## src/design/aes_sbox_boolean_circuit_core_defines.svh

```systemverilog
// Assertion macros for the S-box gate network core.
// Taken in by the files that carry concurrent assertions; no other dependencies.
`ifndef AES_SBOX_BOOLEAN_CIRCUIT_CORE_DEFINES_SVH
`define AES_SBOX_BOOLEAN_CIRCUIT_CORE_DEFINES_SVH
`ifndef NO_ASSERTIONS
`define ASSERT_IMPLY(label, clk, rst, ante, cons) \
   label: assert property (@(posedge clk) disable iff (rst) (ante) |-> (cons)) \
      else $error("aes sbox core: implication violated");
`define ASSERT_NEXT(label, clk, rst, ante, cons) \
   label: assert property (@(posedge clk) disable iff (rst) (ante) |=> (cons)) \
      else $error("aes sbox core: next-cycle check violated");
`else
`define ASSERT_IMPLY(label, clk, rst, ante, cons)
`define ASSERT_NEXT(label, clk, rst, ante, cons)
`endif
`endif

```

## src/design/aessbox_pkg.sv

```systemverilog
// Shared types and constants of the S-box gate network pipeline.
// No dependencies; imported by every stage module and the top level.
package aessbox_pkg;

   localparam logic XNOR_ONE = 1'b1;

   typedef logic [7:0] byte_type;

   // top linear layer results, circuit bit 7 carried alongside
   typedef struct packed {
      logic        b7;
      logic [21:1] y;
   } lin_type;

   typedef struct packed {
      lin_type     lin;
      logic [24:21] t;
   } mid_type;

   typedef struct packed {
      lin_type lin;
      logic    t29;
      logic    t33;
      logic    t37;
      logic    t40;
      logic    t41;
      logic    t42;
      logic    t43;
      logic    t44;
      logic    t45;
   } inv_type;

endpackage

```

## src/design/aessbox_pipe_reg.sv

```systemverilog
// Elastic pipeline register with a valid bit and back-pressure.
// Generic in width; no package dependencies.
module aessbox_pipe_reg #(
   parameter int WIDTH = 8
) (
   input  logic             clock,
   input  logic             reset,
   input  logic             in_valid,
   output logic             in_ready,
   input  logic [WIDTH-1:0] in_data,
   output logic             out_valid,
   input  logic             out_ready,
   output logic [WIDTH-1:0] out_data
);

   logic             valid_ff;
   logic             valid_in;
   logic [WIDTH-1:0] data_ff;
   logic [WIDTH-1:0] data_in;

   assign in_ready = !valid_ff || out_ready;
   assign valid_in = in_ready ? in_valid : valid_ff;
   assign data_in  = (in_valid && in_ready) ? in_data : data_ff;

   always_ff @(posedge clock) begin
      if (reset) begin
         valid_ff <= 1'b0;
      end else begin
         valid_ff <= valid_in;
      end
   end

   always_ff @(posedge clock) begin
      data_ff <= data_in;
   end

   assign out_valid = valid_ff;
   assign out_data  = data_ff;

endmodule

```

## src/design/aessbox_top_lin.sv

```systemverilog
// Linear top layer of the S-box circuit: byte to the Y signals.
// Depends on aessbox_pkg for lin_type.
module aessbox_top_lin
   import aessbox_pkg::*;
(
   input  byte_type in_byte,
   output lin_type  lin
);

   logic [7:0]  b;
   logic [1:0]  t;
   logic [21:1] y;

   // circuit bit 0 is the byte's most significant bit
   always_comb begin
      for (int k = 0; k < 8; k++) begin
         b[k] = in_byte[7-k];
      end
   end

   always_comb begin
      y[14] = b[3] ^ b[5];
      y[13] = b[0] ^ b[6];
      y[9]  = b[0] ^ b[3];
      y[8]  = b[0] ^ b[5];
      t[0]  = b[1] ^ b[2];
      y[1]  = t[0] ^ b[7];
      y[4]  = y[1] ^ b[3];
      y[12] = y[13] ^ y[14];
      y[2]  = y[1] ^ b[0];
      y[5]  = y[1] ^ b[6];
      y[3]  = y[5] ^ y[8];
      t[1]  = b[4] ^ y[12];
      y[15] = t[1] ^ b[5];
      y[20] = t[1] ^ b[1];
      y[6]  = y[15] ^ b[7];
      y[10] = y[15] ^ t[0];
      y[11] = y[20] ^ y[9];
      y[7]  = b[7] ^ y[11];
      y[17] = y[10] ^ y[11];
      y[19] = y[10] ^ y[8];
      y[16] = t[0] ^ y[11];
      y[21] = y[13] ^ y[16];
      y[18] = b[0] ^ y[16];
   end

   assign lin.b7 = b[7];
   assign lin.y  = y;

endmodule

```

## src/design/aessbox_nl_mul.sv

```systemverilog
// First nonlinear layer: GF(2^4) products feeding the inverter inputs.
// Depends on aessbox_pkg for lin_type and mid_type.
module aessbox_nl_mul
   import aessbox_pkg::*;
(
   input  lin_type lin,
   output mid_type mid
);

   logic [21:1] y;
   logic [24:2] t;

   assign y = lin.y;

   always_comb begin
      t[2]  = y[12] & y[15];
      t[3]  = y[3] & y[6];
      t[4]  = t[3] ^ t[2];
      t[5]  = y[4] & lin.b7;
      t[6]  = t[5] ^ t[2];
      t[7]  = y[13] & y[16];
      t[8]  = y[5] & y[1];
      t[9]  = t[8] ^ t[7];
      t[10] = y[2] & y[7];
      t[11] = t[10] ^ t[7];
      t[12] = y[9] & y[11];
      t[13] = y[14] & y[17];
      t[14] = t[13] ^ t[12];
      t[15] = y[8] & y[10];
      t[16] = t[15] ^ t[12];
      t[17] = t[4] ^ t[14];
      t[18] = t[6] ^ t[16];
      t[19] = t[9] ^ t[14];
      t[20] = t[11] ^ t[16];
      t[21] = t[17] ^ y[20];
      t[22] = t[18] ^ y[19];
      t[23] = t[19] ^ y[21];
      t[24] = t[20] ^ y[18];
   end

   assign mid.lin = lin;
   assign mid.t   = t[24:21];

endmodule

```

## src/design/aessbox_gf_inv.sv

```systemverilog
// GF(2^4) inversion core of the S-box circuit and its output sums.
// Depends on aessbox_pkg for mid_type and inv_type.
module aessbox_gf_inv
   import aessbox_pkg::*;
(
   input  mid_type mid,
   output inv_type inv
);

   logic [45:21] t;

   always_comb begin
      t[24:21] = mid.t;
      t[25] = t[21] ^ t[22];
      t[26] = t[21] & t[23];
      t[27] = t[24] ^ t[26];
      t[28] = t[25] & t[27];
      t[29] = t[28] ^ t[22];
      t[30] = t[23] ^ t[24];
      t[31] = t[22] ^ t[26];
      t[32] = t[31] & t[30];
      t[33] = t[32] ^ t[24];
      t[34] = t[23] ^ t[33];
      t[35] = t[27] ^ t[33];
      t[36] = t[24] & t[35];
      t[37] = t[36] ^ t[34];
      t[38] = t[27] ^ t[36];
      t[39] = t[29] & t[38];
      t[40] = t[25] ^ t[39];
      t[41] = t[40] ^ t[37];
      t[42] = t[29] ^ t[33];
      t[43] = t[29] ^ t[40];
      t[44] = t[33] ^ t[37];
      t[45] = t[42] ^ t[41];
   end

   assign inv.lin = mid.lin;
   assign inv.t29 = t[29];
   assign inv.t33 = t[33];
   assign inv.t37 = t[37];
   assign inv.t40 = t[40];
   assign inv.t41 = t[41];
   assign inv.t42 = t[42];
   assign inv.t43 = t[43];
   assign inv.t44 = t[44];
   assign inv.t45 = t[45];

endmodule

```

## src/design/aessbox_bot_lin.sv

```systemverilog
// Output products and linear bottom layer of the S-box circuit.
// Depends on aessbox_pkg for inv_type, byte_type and XNOR_ONE.
module aessbox_bot_lin
   import aessbox_pkg::*;
(
   input  inv_type  inv,
   output byte_type out_byte
);

   logic [21:1]  y;
   logic [17:0]  z;
   logic [67:46] t;
   logic [7:0]   s;

   assign y = inv.lin.y;

   always_comb begin
      z[0]  = inv.t44 & y[15];
      z[1]  = inv.t37 & y[6];
      z[2]  = inv.t33 & inv.lin.b7;
      z[3]  = inv.t43 & y[16];
      z[4]  = inv.t40 & y[1];
      z[5]  = inv.t29 & y[7];
      z[6]  = inv.t42 & y[11];
      z[7]  = inv.t45 & y[17];
      z[8]  = inv.t41 & y[10];
      z[9]  = inv.t44 & y[12];
      z[10] = inv.t37 & y[3];
      z[11] = inv.t33 & y[4];
      z[12] = inv.t43 & y[13];
      z[13] = inv.t40 & y[5];
      z[14] = inv.t29 & y[2];
      z[15] = inv.t42 & y[9];
      z[16] = inv.t45 & y[14];
      z[17] = inv.t41 & y[8];

      t[46] = z[15] ^ z[16];
      t[47] = z[10] ^ z[11];
      t[48] = z[5] ^ z[13];
      t[49] = z[9] ^ z[10];
      t[50] = z[2] ^ z[12];
      t[51] = z[2] ^ z[5];
      t[52] = z[7] ^ z[8];
      t[53] = z[0] ^ z[3];
      t[54] = z[6] ^ z[7];
      t[55] = z[16] ^ z[17];
      t[56] = z[12] ^ t[48];
      t[57] = t[50] ^ t[53];
      t[58] = z[4] ^ t[46];
      t[59] = z[3] ^ t[54];
      t[60] = t[46] ^ t[57];
      t[61] = z[14] ^ t[57];
      t[62] = t[52] ^ t[58];
      t[63] = t[49] ^ t[58];
      t[64] = z[4] ^ t[59];
      t[65] = t[61] ^ t[62];
      t[66] = z[1] ^ t[63];
      t[67] = t[64] ^ t[65];

      s[0] = t[59] ^ t[63];
      s[6] = XNOR_ONE ^ t[56] ^ t[62];
      s[7] = XNOR_ONE ^ t[48] ^ t[60];
      s[3] = t[53] ^ t[66];
      s[4] = t[51] ^ t[66];
      s[5] = t[47] ^ t[65];
      s[1] = XNOR_ONE ^ t[64] ^ s[3];
      s[2] = XNOR_ONE ^ t[55] ^ t[67];
   end

   // pack circuit bit 0 back as the most significant bit
   always_comb begin
      for (int k = 0; k < 8; k++) begin
         out_byte[7-k] = s[k];
      end
   end

endmodule

```

## src/design/aes_sbox_boolean_circuit_core.sv

```systemverilog
// AES forward S-box as a four-stage pipelined Boyar-Peralta gate network.
// Path: a req word accepted into u_s1 passes u_s2, u_s3 and u_s4 to rsp_tvalid; back-pressure can stall it.
// Throughput: one word per cycle while rsp_tready holds high, set by the elastic register at the end of each stage.
// Reset: synchronous, active high; clears every stage valid bit, data registers keep state.
// Depends on aessbox_pkg, the stage modules and the assertion macro header.
`include "aes_sbox_boolean_circuit_core_defines.svh"
module aes_sbox_boolean_circuit_core
   import aessbox_pkg::*;
(
   input  logic       clock,
   input  logic       reset,
   input  logic       req_tvalid,
   output logic       req_tready,
   input  logic [7:0] req_tdata,   // [7:0] in_byte
   output logic       rsp_tvalid,
   input  logic       rsp_tready,
   output logic [7:0] rsp_tdata    // [7:0] out_byte
);

   lin_type  lin_comb;
   lin_type  s1_data;
   mid_type  mid_comb;
   mid_type  s2_data;
   inv_type  inv_comb;
   inv_type  s3_data;
   byte_type out_comb;

   logic s1_valid;
   logic s2_valid;
   logic s3_valid;
   logic s2_ready;
   logic s3_ready;
   logic s4_ready;

   aessbox_top_lin u_top_lin (
      .in_byte (req_tdata),
      .lin     (lin_comb)
   );

   aessbox_pipe_reg #(.WIDTH($bits(lin_type))) u_s1 (
      .clock     (clock),
      .reset     (reset),
      .in_valid  (req_tvalid),
      .in_ready  (req_tready),
      .in_data   (lin_comb),
      .out_valid (s1_valid),
      .out_ready (s2_ready),
      .out_data  (s1_data)
   );

   aessbox_nl_mul u_nl_mul (
      .lin (s1_data),
      .mid (mid_comb)
   );

   aessbox_pipe_reg #(.WIDTH($bits(mid_type))) u_s2 (
      .clock     (clock),
      .reset     (reset),
      .in_valid  (s1_valid),
      .in_ready  (s2_ready),
      .in_data   (mid_comb),
      .out_valid (s2_valid),
      .out_ready (s3_ready),
      .out_data  (s2_data)
   );

   aessbox_gf_inv u_gf_inv (
      .mid (s2_data),
      .inv (inv_comb)
   );

   aessbox_pipe_reg #(.WIDTH($bits(inv_type))) u_s3 (
      .clock     (clock),
      .reset     (reset),
      .in_valid  (s2_valid),
      .in_ready  (s3_ready),
      .in_data   (inv_comb),
      .out_valid (s3_valid),
      .out_ready (s4_ready),
      .out_data  (s3_data)
   );

   aessbox_bot_lin u_bot_lin (
      .inv      (s3_data),
      .out_byte (out_comb)
   );

   aessbox_pipe_reg #(.WIDTH($bits(byte_type))) u_s4 (
      .clock     (clock),
      .reset     (reset),
      .in_valid  (s3_valid),
      .in_ready  (s4_ready),
      .in_data   (out_comb),
      .out_valid (rsp_tvalid),
      .out_ready (rsp_tready),
      .out_data  (rsp_tdata)
   );

   // stall only with every stage full and the output held
   `ASSERT_IMPLY(a_stall_full, clock, reset, !req_tready, s1_valid && s2_valid && s3_valid && rsp_tvalid && !rsp_tready)
   // drop everything in flight on reset
   `ASSERT_IMPLY(a_reset_empty, clock, reset, $past(reset), !s1_valid && !s2_valid && !s3_valid && !rsp_tvalid)
   // hold a blocked stage three word
   `ASSERT_NEXT(a_s3_hold, clock, reset, s3_valid && !s4_ready, s3_valid && $stable(s3_data))

endmodule
```

## config.mk

```make
export PLATFORM = sky130hd
export DESIGN_NAME = aes_sbox_boolean_circuit_core
export DESIGN_NICKNAME = d
export VERILOG_FILES = /design/src/design/aessbox_pkg.sv /design/src/design/aessbox_pipe_reg.sv /design/src/design/aessbox_top_lin.sv /design/src/design/aessbox_nl_mul.sv /design/src/design/aessbox_gf_inv.sv /design/src/design/aessbox_bot_lin.sv /design/src/design/aes_sbox_boolean_circuit_core.sv
export VERILOG_INCLUDE_DIRS = /design/src /design/src/design
export SDC_FILE = /design/constraint.sdc
export NUM_CORES = 1
export LEC_CHECK = 0
export BUFFER_PORTS_ARGS = -buffer_cell sky130_fd_sc_hd__buf_2
export CORE_UTILIZATION = 52
export DETAILED_ROUTE_END_ITERATION = 8
export GPL_TIMING_DRIVEN = 0
export PLACE_DENSITY = 0.79
export SYNTH_ARGS = -nofsm -noshare
export SYNTH_HDL_FRONTEND = slang
export SYNTH_SLANG_ARGS = --single-unit
```

## constraint.sdc

```tcl
create_clock -name clock -period 4 [get_ports clock]
set_input_delay 0.2 -clock clock [delete_from_list [all_inputs] [get_ports clock]]
set_output_delay 0.2 -clock clock [all_outputs]
set_load 0.02 [all_outputs]
```

# [Word level (Yosys, flattened, before mapping)]
# Index checks and enable logic that the tools add are counted.
[totals] regBits=91 in_bits=12 wordCells=139
[op_classes] bitwise_logic=119 n_reduce_logical=12
[ops] cell="XOR 1 bit" count=83
[ops] cell="AND 1 bit" count=32
[ops] cell="logical AND 1 bit" count=4
[ops] cell="logical NOT 1 bit" count=4
[ops] cell="logical OR 1 bit" count=4
[ops] cell="NOT 1 bit" count=4

# [Longest topological paths before layout]
# Gate-level depths: netlist (run 1).
[logic_depth] word_depth=11 ltp_mapped=6 ltp_nobuf=5

# [Modules after synthesis]
# From an unflattened synthesis (run 1), not the netlist that was laid out.
[unflattened] hier_cells=284 hier_area_um2=4416.7
[by_module_without_submodules] mod="aessbox_pipe_reg (u_s3)" instances=1 cells_each=36 area_per_inst_um2=985.9
[by_module_without_submodules] mod="aessbox_pipe_reg (u_s2)" instances=1 cells_each=31 area_per_inst_um2=835.8
[by_module_without_submodules] mod="aessbox_pipe_reg (u_s1)" instances=1 cells_each=27 area_per_inst_um2=715.7
[by_module_without_submodules] mod="aessbox_bot_lin" instances=1 cells_each=46 area_per_inst_um2=496.7
[by_module_without_submodules] mod="aessbox_gf_inv" instances=1 cells_each=57 area_per_inst_um2=389.1
[by_module_without_submodules] mod="aessbox_nl_mul" instances=1 cells_each=41 area_per_inst_um2=364.1
[by_module_without_submodules] mod="aessbox_top_lin" instances=1 cells_each=33 area_per_inst_um2=334.1
[by_module_without_submodules] mod="aessbox_pipe_reg (u_s4)" instances=1 cells_each=13 area_per_inst_um2=295.3

# [Worst setup path after synthesis (run 1)]
# No wires, ideal clock.
[synth_path] kind="register -> register" start="reg u_s4.valid_ff, in the netlist u_s4.out_valid" end="reg u_s3.data_ff[0], in the netlist u_s3.out_data[0] (enable)" setup_ns=0.453 arrival_time_ns=2.572 required_ns=3.547 path_slack_ns=0.975 path_stages_with_launch=3 path_buffers=0 period_less_slack_ns=3.025 cell_sequence="dfxtp_1 > nor2b_1 > a21boi_0"
[synth_between] elab_chain_cells=4
[synth_lines] item="from (decl)" line="aessbox_pipe_reg.sv:16" source="logic valid_ff;"
[synth_lines] item="from (signal assigned)" line="aessbox_pipe_reg.sv:29" source="valid_ff <= valid_in;"
[synth_lines] item="logical NOT 1 bit" line="aessbox_pipe_reg.sv:21" source="assign in_ready = !valid_ff || out_ready;"
[synth_lines] item="logical OR 1 bit (2 in a row)" line="aessbox_pipe_reg.sv:21"
[synth_lines] item="logical AND 1 bit" line="aessbox_pipe_reg.sv:23" source="assign data_in = (in_valid && in_ready) ? in_data : data_ff;"
[synth_lines] item="to (signal assigned)" line="aessbox_pipe_reg.sv:34" source="data_ff <= data_in;"
[synth_lines] item="to (decl)" line="aessbox_pipe_reg.sv:18" source="logic [WIDTH-1:0] data_ff;"
# No other way between the ends.
# A chain may end at the register's enable or synchronous reset.

# [Worst setup path after layout (run 1)]
[layout_path] start="reg u_s4.valid_ff, in the netlist u_s4.out_valid" end="reg u_s2.data_ff[0], in the netlist u_s2.out_data[0] (enable)"
[layout_between] elab_chain_cells=5
[layout_lines] item="logical NOT 1 bit" line="aessbox_pipe_reg.sv:21"
[layout_lines] item="logical OR 1 bit (3 in a row)" line="aessbox_pipe_reg.sv:21"
[layout_lines] item="logical AND 1 bit" line="aessbox_pipe_reg.sv:23"
[layout_lines] item="to (signal assigned)" line="aessbox_pipe_reg.sv:34"
[layout_lines] item="to (decl)" line="aessbox_pipe_reg.sv:18"
# No other way between the ends.

==> results of run 1 <==
-- kinds of logic (layout without fill, tap and decap cells) --
logic type | count (synthesis) | count (layout) | share of synthesized area [%]
flops | 83 | 83 | 68.1
xor+xnor | 72 | 72 | 21.9
simple gates | 46 | 46 | 5.87
compound gates | 18 | 18 | 2.95
buf+inv | 10 | 48 | 1.18
-- critical path, cell delays in order (launching register included) --
cell,delay [ns]
dfxtp_1,0.31
nor2b_1,0.17
and3_1,0.25
nor2b_2,0.78
-- flip-flops by register name, indices dropped and copies added, names as in the netlist --
signal	flops
u_s1.out_data	22
u_s1.out_valid	1
u_s2.out_data	22
u_s2.out_valid	1
u_s3.out_data	27
u_s3.out_valid	1
u_s4.out_data	8
u_s4.out_valid	1
-- layout by cell type, fill, tap and decap left out, types with 2 or more instances in the layout --
| master | Yosys | layout |
|---|---|---|
| a21oi_1 | 8 | 7 |
| a31oi_1 | 3 | 3 |
| buf_2 | 4 | 24 |
| buf_8 | 0 | 2 |
| bufinv_16 | 0 | 2 |
| clkbuf_1 | 1 | 2 |
| clkbuf_8 | 0 | 9 |
| dfxtp_1 | 4 | 4 |
| edfxtp_1 | 79 | 79 |
| inv_1 | 5 | 5 |
| nand2_1 | 26 | 26 |
| nand2_2 | 2 | 2 |
| nand2_4 | 2 | 2 |
| nand2b_1 | 2 | 2 |
| nor2_1 | 8 | 8 |
| nor2b_1 | 4 | 3 |
| o21ai_0 | 2 | 2 |
| xnor2_1 | 32 | 32 |
| xnor2_2 | 6 | 6 |
| xnor3_1 | 2 | 2 |
| xor2_1 | 25 | 25 |
| xor2_2 | 4 | 4 |
| xor2_4 | 2 | 2 |
-- worst paths after layout --
check / startpoint / end / slack, ns / cells past startpoint
worst min-delay path: reset / u_s1.out_valid / 0.05 / 2
worst max register to register: u_s4.out_valid / u_s2.out_data[0] / 2.10 / 3
worst min register to register: u_s2.out_data[8] / u_s3.out_data[13] / 0.42 / 0
worst max-delay path: u_s4.out_valid / u_s2.out_data[0] / 2.10 / 3
-- where the power goes --
part / total (mW) / switching (mW) / internal, mW
registers: 1.12 / 0.0324 / 1.08
logic: 0.409 / 0.216 / 0.193
clock network: 0.642 / 0.288 / 0.354
total: 2.17 / 0.536 / 1.63
-- through the flow --
| stage | hold slack [ns] | instances | instance area, um^2 | total power, mW |
|---|---|---|---|---|
| 2_1_floorplan | 0.269 | 229 | 3600 | 1.47 |
| 3_5_place_dp | 0.405 | 328 | 3840 | 1.55 |
| 3_3_place_gp | 0.404 | 326 | 3800 | 1.53 |
| 4_1_cts | 0.0347 | 344 | 4050 | 2.19 |
| 6_report | 0.0495 | 344 | 4050 | 2.17 |
| 5_1_grt | 0.0527 | 344 | 4050 | 2.26 |
-- layout make-up --
| cell class | instances | area share [%] |
|---|---|---|
| Sequential cell | 83 | 60.5 |
| Multi-Input combinational cell | 136 | 27.5 |
| Timing Repair Buffer | 22 | 3.21 |
| Clock buffer | 10 | 3.15 |
| Tap cell | 77 | 2.38 |
| Clock inverter | 6 | 2.22 |
| Buffer | 5 | 0.586 |
| Inverter | 5 | 0.463 |
-- layer usage --
| metal | vias up | track usage (%) | wire length (um) |
|---|---|---|---|
| met5 | - | 0 | 0 |
| met4 | 0 | 10.2 | 141 |
| met3 | 10 | 3.50 | 128 |
| met2 | 30 | 25.8 | 2410 |
| met1 | 775 | 13.8 | 1790 |
| li1 | 854 | - | - |
==> summary.md, run 1 <==
| Metric | Value |
|---|---|
| Outcome | `completed` |
| Vias in the first global route | `1705` |
| Yosys cell types | `28` |
| Core area | `6530 um^2` |
| Die H | `85.2 um` |
| Initial antenna violation count | `0` |
| Placer congestion estimate | `0.776` |
| Row count | `29` |
| Die area | `7260 um^2` |
| Worst Setup End Kind | `register` |
| Chip width | `85.2 um` |
| Bufs on Longest Clock Path | `2` |
| Top-count cell post-synth | `edfxtp_1` |
| Post-synth top area cell | `edfxtp_1` |
| Most used flip-flop cell after synthesis | `edfxtp_1` |
| Max FO, Critical Path | `22` |
| Post-synthesis cell area | `3600 um^2` |
| Pwr/cell area | `535 nW/um^2` |
| Final design utilization | `62.1%` |
| Max-slew violations | `0` |
| Post-CTS Hold Fix Bufs | `0` |
| Seq/Total Area, Yosys | `68.1%` |
| Global-route wire length before repair | `7400 um` |
| DP HPWL | `3350 um` |
| Max VDD drop | `0.264 mV` |
| Achievable Freq | `0.528 GHz` |
| CTS tree | `done` |
| Req. time, crit path | `3.96 ns` |
| Antenna-violating nets left | `0` |
| Area Growth Syn to Fin | `12.6%` |
| Crit path DAT | `1.86 ns` |
| Post-CTS setup buffer count | `0` |
| Fillcell total | `477` |
| Tot GR Track Use | `14.1%` |
| Area of the multi-input gates | `1110 um^2` |
| Layout cells sized above 1 | `22.8%` |
| Synth Instances | `229` |
| Max cap viols | `0` |
| Slew HR | `34.6%` |
| I/O pin cnt | `22` |
| Initial core utilization | `55.1%` |
| Vias | `1669` |
| Post-route setup slack | `2.10 ns` |
| Number of synthesized flops with an enable pin | `79` |
| Clock transition at path regs | `0.08 ns` |
| Remaining Overflow, GRT | `0` |
| Yosys warns | `0` |
| Pre-CTS WS | `2.10 ns` |
| Worst-skew pair later-pin latency | `0.35 ns` |
| Fin Clk Skew | `0.0115 ns` |
| Critical Path Start Type | `register` |
| Async set-reset flop share out of synthesis | `0%` |
| # nets final | `274` |
| # port buffers | `20` |
| Register area | `2450 um^2` |
| CTS buffer count | `9` |
| Hold Vio Cnt, Final | `0` |
| Synth Area per Inst | `15.7 um^2` |
| Iter 0 DRT Violations | `106` |
| Crit path kind | `reg2reg` |
| Routed wire length | `4480 um` |
| Setup violations, final | `0` |
| Tcrit/Tclk final | `47.4%` |
| Hold Crit Class | `in2reg` |
| Setup TNS | `0 ns` |
| Drt via density | `4.85` |
| Leak Pwr | `1.46 nW` |
| Total iterations of the first detailed-routing run | `4` |
| Post-synth top area share | `65.9%` |
| DR WL/cell | `13.0 um` |
| RSZ-0062 raised after global routing | `no` |
| Clock sinks | `83` |
| CTS resizes | `0` |
| Synth Register Bits | `83` |
| Post-route DRC | `0` |
| Synth cell count leaders | `edfxtp_1, xnor2_1, nand2_1` |
| Root Buffer | `clkbuf_8` |
| Top post-synthesis cells by area | `edfxtp_1, xnor2_1, xor2_1` |
| Antenna diodes | `0` |
| Period minus WS final | `1.90 ns` |
| Syn nets | `241` |
| Measured slew at the worst slew-check pin | `0.976 ns` |
| Pin count of the biggest net entering global routing | `23` |
| H-tree Lvls | `3` |
Note: power is estimated with default switching activity, not from simulation.
==> inputs of run 2 (changes only) <==
Settings changed: PLACE_DENSITY 0.79 to 0.82.
Clock period 4 ns to 1.65 ns, I/O delays scaled along.
==> run 2 against run 1 <==
Effect of this change:
- the run now ends with setup timing left
- clock skew fell by 0.0028 ns
- largest power group unchanged
- critical path type unchanged
- sequential share of layout area fell by 3.7 points
- clock power rose by 100%
- sequential power is 140% higher
- routed wire length up 25%
- design area increased by 6.5%
- utilization rose by 4.0 points
- first-iteration DRC count grew 69%
- critical path depth increased by 3
==> summary.md, run 2 (synthesis results as in run 1) <==
| Metric | Value |
|---|---|
| Outcome | `complete, but fails checks` |
| Failing checks | `setup timing` |
| Max FO, Critical Path | `2` |
| Layout cells sized above 1 | `32.5%` |
| H-tree Lvls | `3` |
| Clock transition at path regs | `0.08 ns` |
| Final design utilization | `66.1%` |
| Filler-free cell count of the finished design | `360` |
| Bufs on Longest Clock Path | `2` |
| Routed wire length | `5620 um` |
| Antenna diodes | `0` |
| Gate power share | `23.8%` |
| Area Growth Syn to Fin | `19.9%` |
| Worst R2R Setup Slack | `-0.19 ns` |
| Post-route DRC | `0` |
| Pint | `3.81 mW` |
| Die H | `85.2 um` |
| Critical Path Start Type | `register` |
| Commonest non-fill, non-tap cell in the layout | `edfxtp_1` |
| Period minus WS final | `1.84 ns` |
| Crit path kind | `reg2reg` |
| DR WL/cell | `15.6 um` |
| # port buffers | `20` |
| # nets final | `290` |
| Fin Clk Skew | `0.00865 ns` |
| Clock sinks | `83` |
| Switching share of power | `28.0%` |
| Max-slew violations | `0` |
| Worst-skew pair later-pin latency | `0.36 ns` |
| Clk pwr share | `24.8%` |
| Vias in the first global route | `1836` |
| Antenna-violating nets left | `0` |
| RSZ-0062 raised after global routing | `yes` |
| Max VDD drop | `0.679 mV` |
| Hold Crit Class | `in2reg` |
| I/O pin cnt | `22` |
| Setup violations, final | `6` |
| CTS buffer count | `9` |
| R2R cell count | `6` |
| Measured slew at the worst slew-check pin | `0.843 ns` |
| Leading cell types in the layout, fill and taps excluded | `edfxtp_1, nand2_1, xnor2_1, xor2_1, buf_2` |
| Hold path cells | `4` |
| Worst Setup End Kind | `register` |
| Placed Instances | `326` |
| Max FFs per register | `27` |
| Slew HR | `43.7%` |
| Pin count of the biggest net entering global routing | `28` |
| Flop pwr share | `51.4%` |
| Hold Vio Cnt, Final | `0` |
| Initial core utilization | `55.1%` |
| Total iterations of the first detailed-routing run | `4` |
| Iter 0 DRT Violations | `179` |
| Achievable Freq | `0.544 GHz` |
| Chip width | `85.2 um` |
| Root Buffer | `clkbuf_8` |
| Req. time, crit path | `1.76 ns` |
| Vias | `1835` |
| CTS tree | `done` |
| Tcrit/Tclk final | `111%` |
| Drt via density | `5.10` |
| Post-route setup slack | `-0.188 ns` |
| Pwr/cell area | `1230 nW/um^2` |
| Core area | `6530 um^2` |
| Placer congestion estimate | `0.784` |
| Leak Pwr | `1.58 nW` |
| Row count | `29` |
| Fin Hold WS | `0.0691 ns` |
| Die area | `7260 um^2` |
| Tot GR Track Use | `17.0%` |
| Max cap viols | `0` |
| Post-route cell area | `4320 um^2` |
| Crit path DAT | `1.95 ns` |
| Global-route wire length before repair | `8990 um` |
| Setup TNS | `-0.586 ns` |
| Placed Instance Area | `3830 um^2` |
| Remaining Overflow, GRT | `0` |
| Net Sw Power | `1.49 mW` |
| Initial antenna violation count | `0` |
| DP HPWL | `3570 um` |
## run 2: changes by cell type in the layout (fill, tap and decap cells not counted), moves of 2 or more
cell and delta:
buf_2 -2, buf_8 -2, xnor2_4 +2, xnor2_1 -7
buf_6 +4, nor2_1 -2, buf_4 +12, nor2b_4 +3
a21oi_4 +2, clkinv_4 +2, dlygate4sd3_1 +2, xnor2_2 +5
bufinv_16 -2
## run 2: worst max-delay path, stage by stage (launching register included)
cell	delay, ns
edfxtp_1	0.43
nand2_4	0.13
xor2_4	0.18
buf_6	0.13
xnor2_2	0.10
xnor3_2	0.48
xnor2_2	0.15
## run 2: path summary, 6_finish.rpt
path	start	endpoint
worst max-delay path	u_s3.out_data[0]	u_s4.out_data[2]
worst min-delay path	rsp_tready	u_s4.out_valid
worst max register to register	u_s3.out_data[0]	u_s4.out_data[2]
worst min register to register	u_s2.out_data[4]	u_s3.out_data[9]
## run 2: cell type report
class,instances,area (um^2)
sequential,83,2450
fill,434,2210
multi-input combinational,138,1300
timing repair buffer,36,236
clock buffer,10,128
tap,77,96.3
clock inverter,6,50.0
buffer,5,36.3
inverter,5,21.3
## run 2: layer usage
metal | part of all wire (%) | global-route usage (%)
met5 | 0 | 0
met2 | 56 | 30.5
met1 | 38 | 18.7
met3 | 3.5 | 4.18
met4 | 2.2 | 8.47
## run 2: timing repair
action / in CTS / in global routing
pin swaps: 9 / 17
gates resized for setup: 11 / 26
setup buffers: 5 / 9
hold buffers: 2 / 0
cloned: 2 / 0
endpoints found under the setup margin: 76 / 7
endpoints found under the hold margin: 5 / 0
## run 2: power by group through the flow
| stage | Combinational (mW) | Sequential (mW) | Clock, mW |
|---|---|---|---|
| finish | 1.26 | 2.72 | 1.31 |
| global route | 1.36 | 2.74 | 1.43 |
| CTS | 1.08 | 2.71 | 1.34 |
| detailed placement | 1.00 | 2.76 | 0 |
| global placement | 0.955 | 2.75 | 0 |
| floorplan | 0.809 | 2.75 | 0 |
## run 2: per-stage QoR
stage	setup WS (ns)	power (mW)
detailed placement	-0.256	3.76
floorplan	-0.0891	3.55
finish	-0.188	5.29
global route	-0.236	5.53
global placement	-0.204	3.70
CTS	-0.167	5.13
==> inputs of run 3 (changes only) <==
Settings changed: RECOVER_POWER set to 50.
==> run 3 against run 2 <==
Effect of this change:
- the run still ends with setup timing left
- non-clock buffer count did not move
- utilization shrank 0.92 points
- via count increased by 0.60%
- fmax hardly changed
- final cell count did not move
- sequential share of layout area rose by 0.80 points
- largest cell class unchanged
- largest power group unchanged
==> summary.md, run 3 (synthesis results as in run 1) <==
| Metric | Value |
|---|---|
| Outcome | `complete, but fails checks` |
| Failing checks | `setup timing` |
| H-tree Lvls | `3` |
| Antenna diodes | `0` |
| Max-slew violations | `0` |
| Row count | `29` |
| Worst-skew pair later-pin latency | `0.35 ns` |
| Antenna-violating nets left | `0` |
| Setup violations, final | `7` |
| Routed wire length | `5660 um` |
| Register area | `2450 um^2` |
| Pin count of the biggest net entering global routing | `28` |
| Clock sinks | `83` |
| Post-route setup slack | `-0.189 ns` |
| Measured slew at the worst slew-check pin | `0.846 ns` |
| Slew HR | `43.5%` |
| Crit path DAT | `1.94 ns` |
| Initial core utilization | `55.1%` |
| Critical Path Start Type | `register` |
| Leading cell types in the layout, fill and taps excluded | `edfxtp_1, xnor2_1, xor2_1, nand2_1, clkbuf_1` |
| RSZ-0062 raised after global routing | `yes` |
| Tcrit/Tclk final | `111%` |
| Vias in the first global route | `1836` |
| Hold Vio Cnt, Final | `0` |
| Post-route DRC | `0` |
| Drt via density | `5.13` |
| Leak Pwr | `1.52 nW` |
| CTS buffer count | `9` |
| # nets final | `290` |
| Die H | `85.2 um` |
| Iter 0 DRT Violations | `186` |
| Max VDD drop | `0.679 mV` |
| Die area | `7260 um^2` |
| # port buffers | `20` |
| Period minus WS final | `1.84 ns` |
| Vias | `1846` |
| Tot GR Track Use | `17.0%` |
| Fillcell total | `451` |
| Pwr/cell area | `1240 nW/um^2` |
| Req. time, crit path | `1.75 ns` |
| Remaining Overflow, GRT | `0` |
| GR Util met3 | `4.18%` |
| Global-route wire length before repair | `8990 um` |
| Fin Hold WS | `0.0745 ns` |
| Final design utilization | `65.2%` |
| Max FO, Critical Path | `2` |
| Design Power | `5.27 mW` |
| Busiest layer in global routing | `met2` |
| Setup TNS | `-0.626 ns` |
| Achievable Freq | `0.544 GHz` |
| Setup crit start | `u_s3.out_data[0]` |
| Root Buffer | `clkbuf_8` |
| Commonest non-fill, non-tap cell in the layout | `edfxtp_1` |
| Worst hold start | `rsp_tready` |
| Chip width | `85.2 um` |
| DP HPWL | `3570 um` |
| DR WL/cell | `15.7 um` |
| Crit path kind | `reg2reg` |
| Bufs on Longest Clock Path | `2` |
| Area Growth Syn to Fin | `18.2%` |
| Area of the multi-input gates | `1250 um^2` |
| Hold Crit Class | `in2reg` |
| Max cap viols | `0` |
| Initial antenna violation count | `0` |
| Clock transition at path regs | `0.08 ns` |
| FF-to-FF Start | `u_s3.out_data[0]` |
| Placer congestion estimate | `0.784` |
| Fin Clk Skew | `0.00878 ns` |
| Total iterations of the first detailed-routing run | `4` |
| I/O pin cnt | `22` |
| Met2 Use GR | `30.5%` |
| Core area | `6530 um^2` |
| Max FFs per register | `27` |
| Routing usage on met1 | `18.7%` |
| Layout cells sized above 1 | `25.4%` |
| CTS tree | `done` |
| Worst Setup End Kind | `register` |
-- run 3: changes by cell type in the layout (fill, tap and decap cells not counted), moves of 2 or more --
cell	previous run	this run
xnor2_2	11	8
xnor2_1	25	28
xor2_1	25	27
xor2_2	4	2
clkbuf_1	1	15
buf_2	22	8
-- run 3: critical path, cell delays in order, from the launching register on --
cell,delay [ns]
edfxtp_1,0.43
nand2_4,0.13
xor2_4,0.17
buf_6,0.13
xnor2_2,0.10
xnor3_2,0.48
xnor2_2,0.15
-- run 3: what timing repair did --
| action | CTS | global route |
|---|---|---|
| hold endpoints to repair | 5 | 0 |
| buffers inserted | 5 | 9 |
| gates resized for setup | 11 | 26 |
| endpoints found under the setup margin | 76 | 7 |
| cloned | 2 | 0 |
| hold buffers | 2 | 0 |
| pin swaps | 9 | 17 |
-- run 3: metrics by stage --
stage | area, um^2 | instances | worst slack (ns)
2_1_floorplan | 3630 | 229 | -0.0891
3_3_place_gp | 3830 | 326 | -0.204
3_5_place_dp | 3830 | 326 | -0.256
4_1_cts | 4140 | 351 | -0.167
5_1_grt | 4260 | 360 | -0.236
6_report | 4260 | 360 | -0.189
-- run 3: worst paths after layout --
check | to | slack (ns) | cells past startpoint
worst min register to register | u_s3.out_data[30] | 0.43 | 0
worst max-delay path | u_s4.out_data[2] | -0.19 | 6
worst min-delay path | u_s4.out_valid | 0.07 | 4
worst max register to register | u_s4.out_data[2] | -0.19 | 6
-- run 3: final cells by class --
type | instances | area share (%)
Inverter | 5 | 0.500
Clock inverter | 6 | 1.18
Multi-Input combinational cell | 138 | 29.5
Buffer | 5 | 0.794
Tap cell | 77 | 2.26
Sequential cell | 83 | 57.6
Timing Repair Buffer | 36 | 5.20
Clock buffer | 10 | 3.00
-- run 3: metal layers --
metal / share of wire (%) / vias to the layer above
met1: 38 / 883
met3: 3.5 / 16
met5: 0 / -
met4: 2.3 / 0
li1: - / 896
met2: 57 / 51
-- run 3: where the power goes --
group	internal (mW)	leakage [nW]	switching, mW
clock network	0.560	0.0831	0.750
logic	0.603	0.662	0.638
registers	2.63	0.775	0.0911
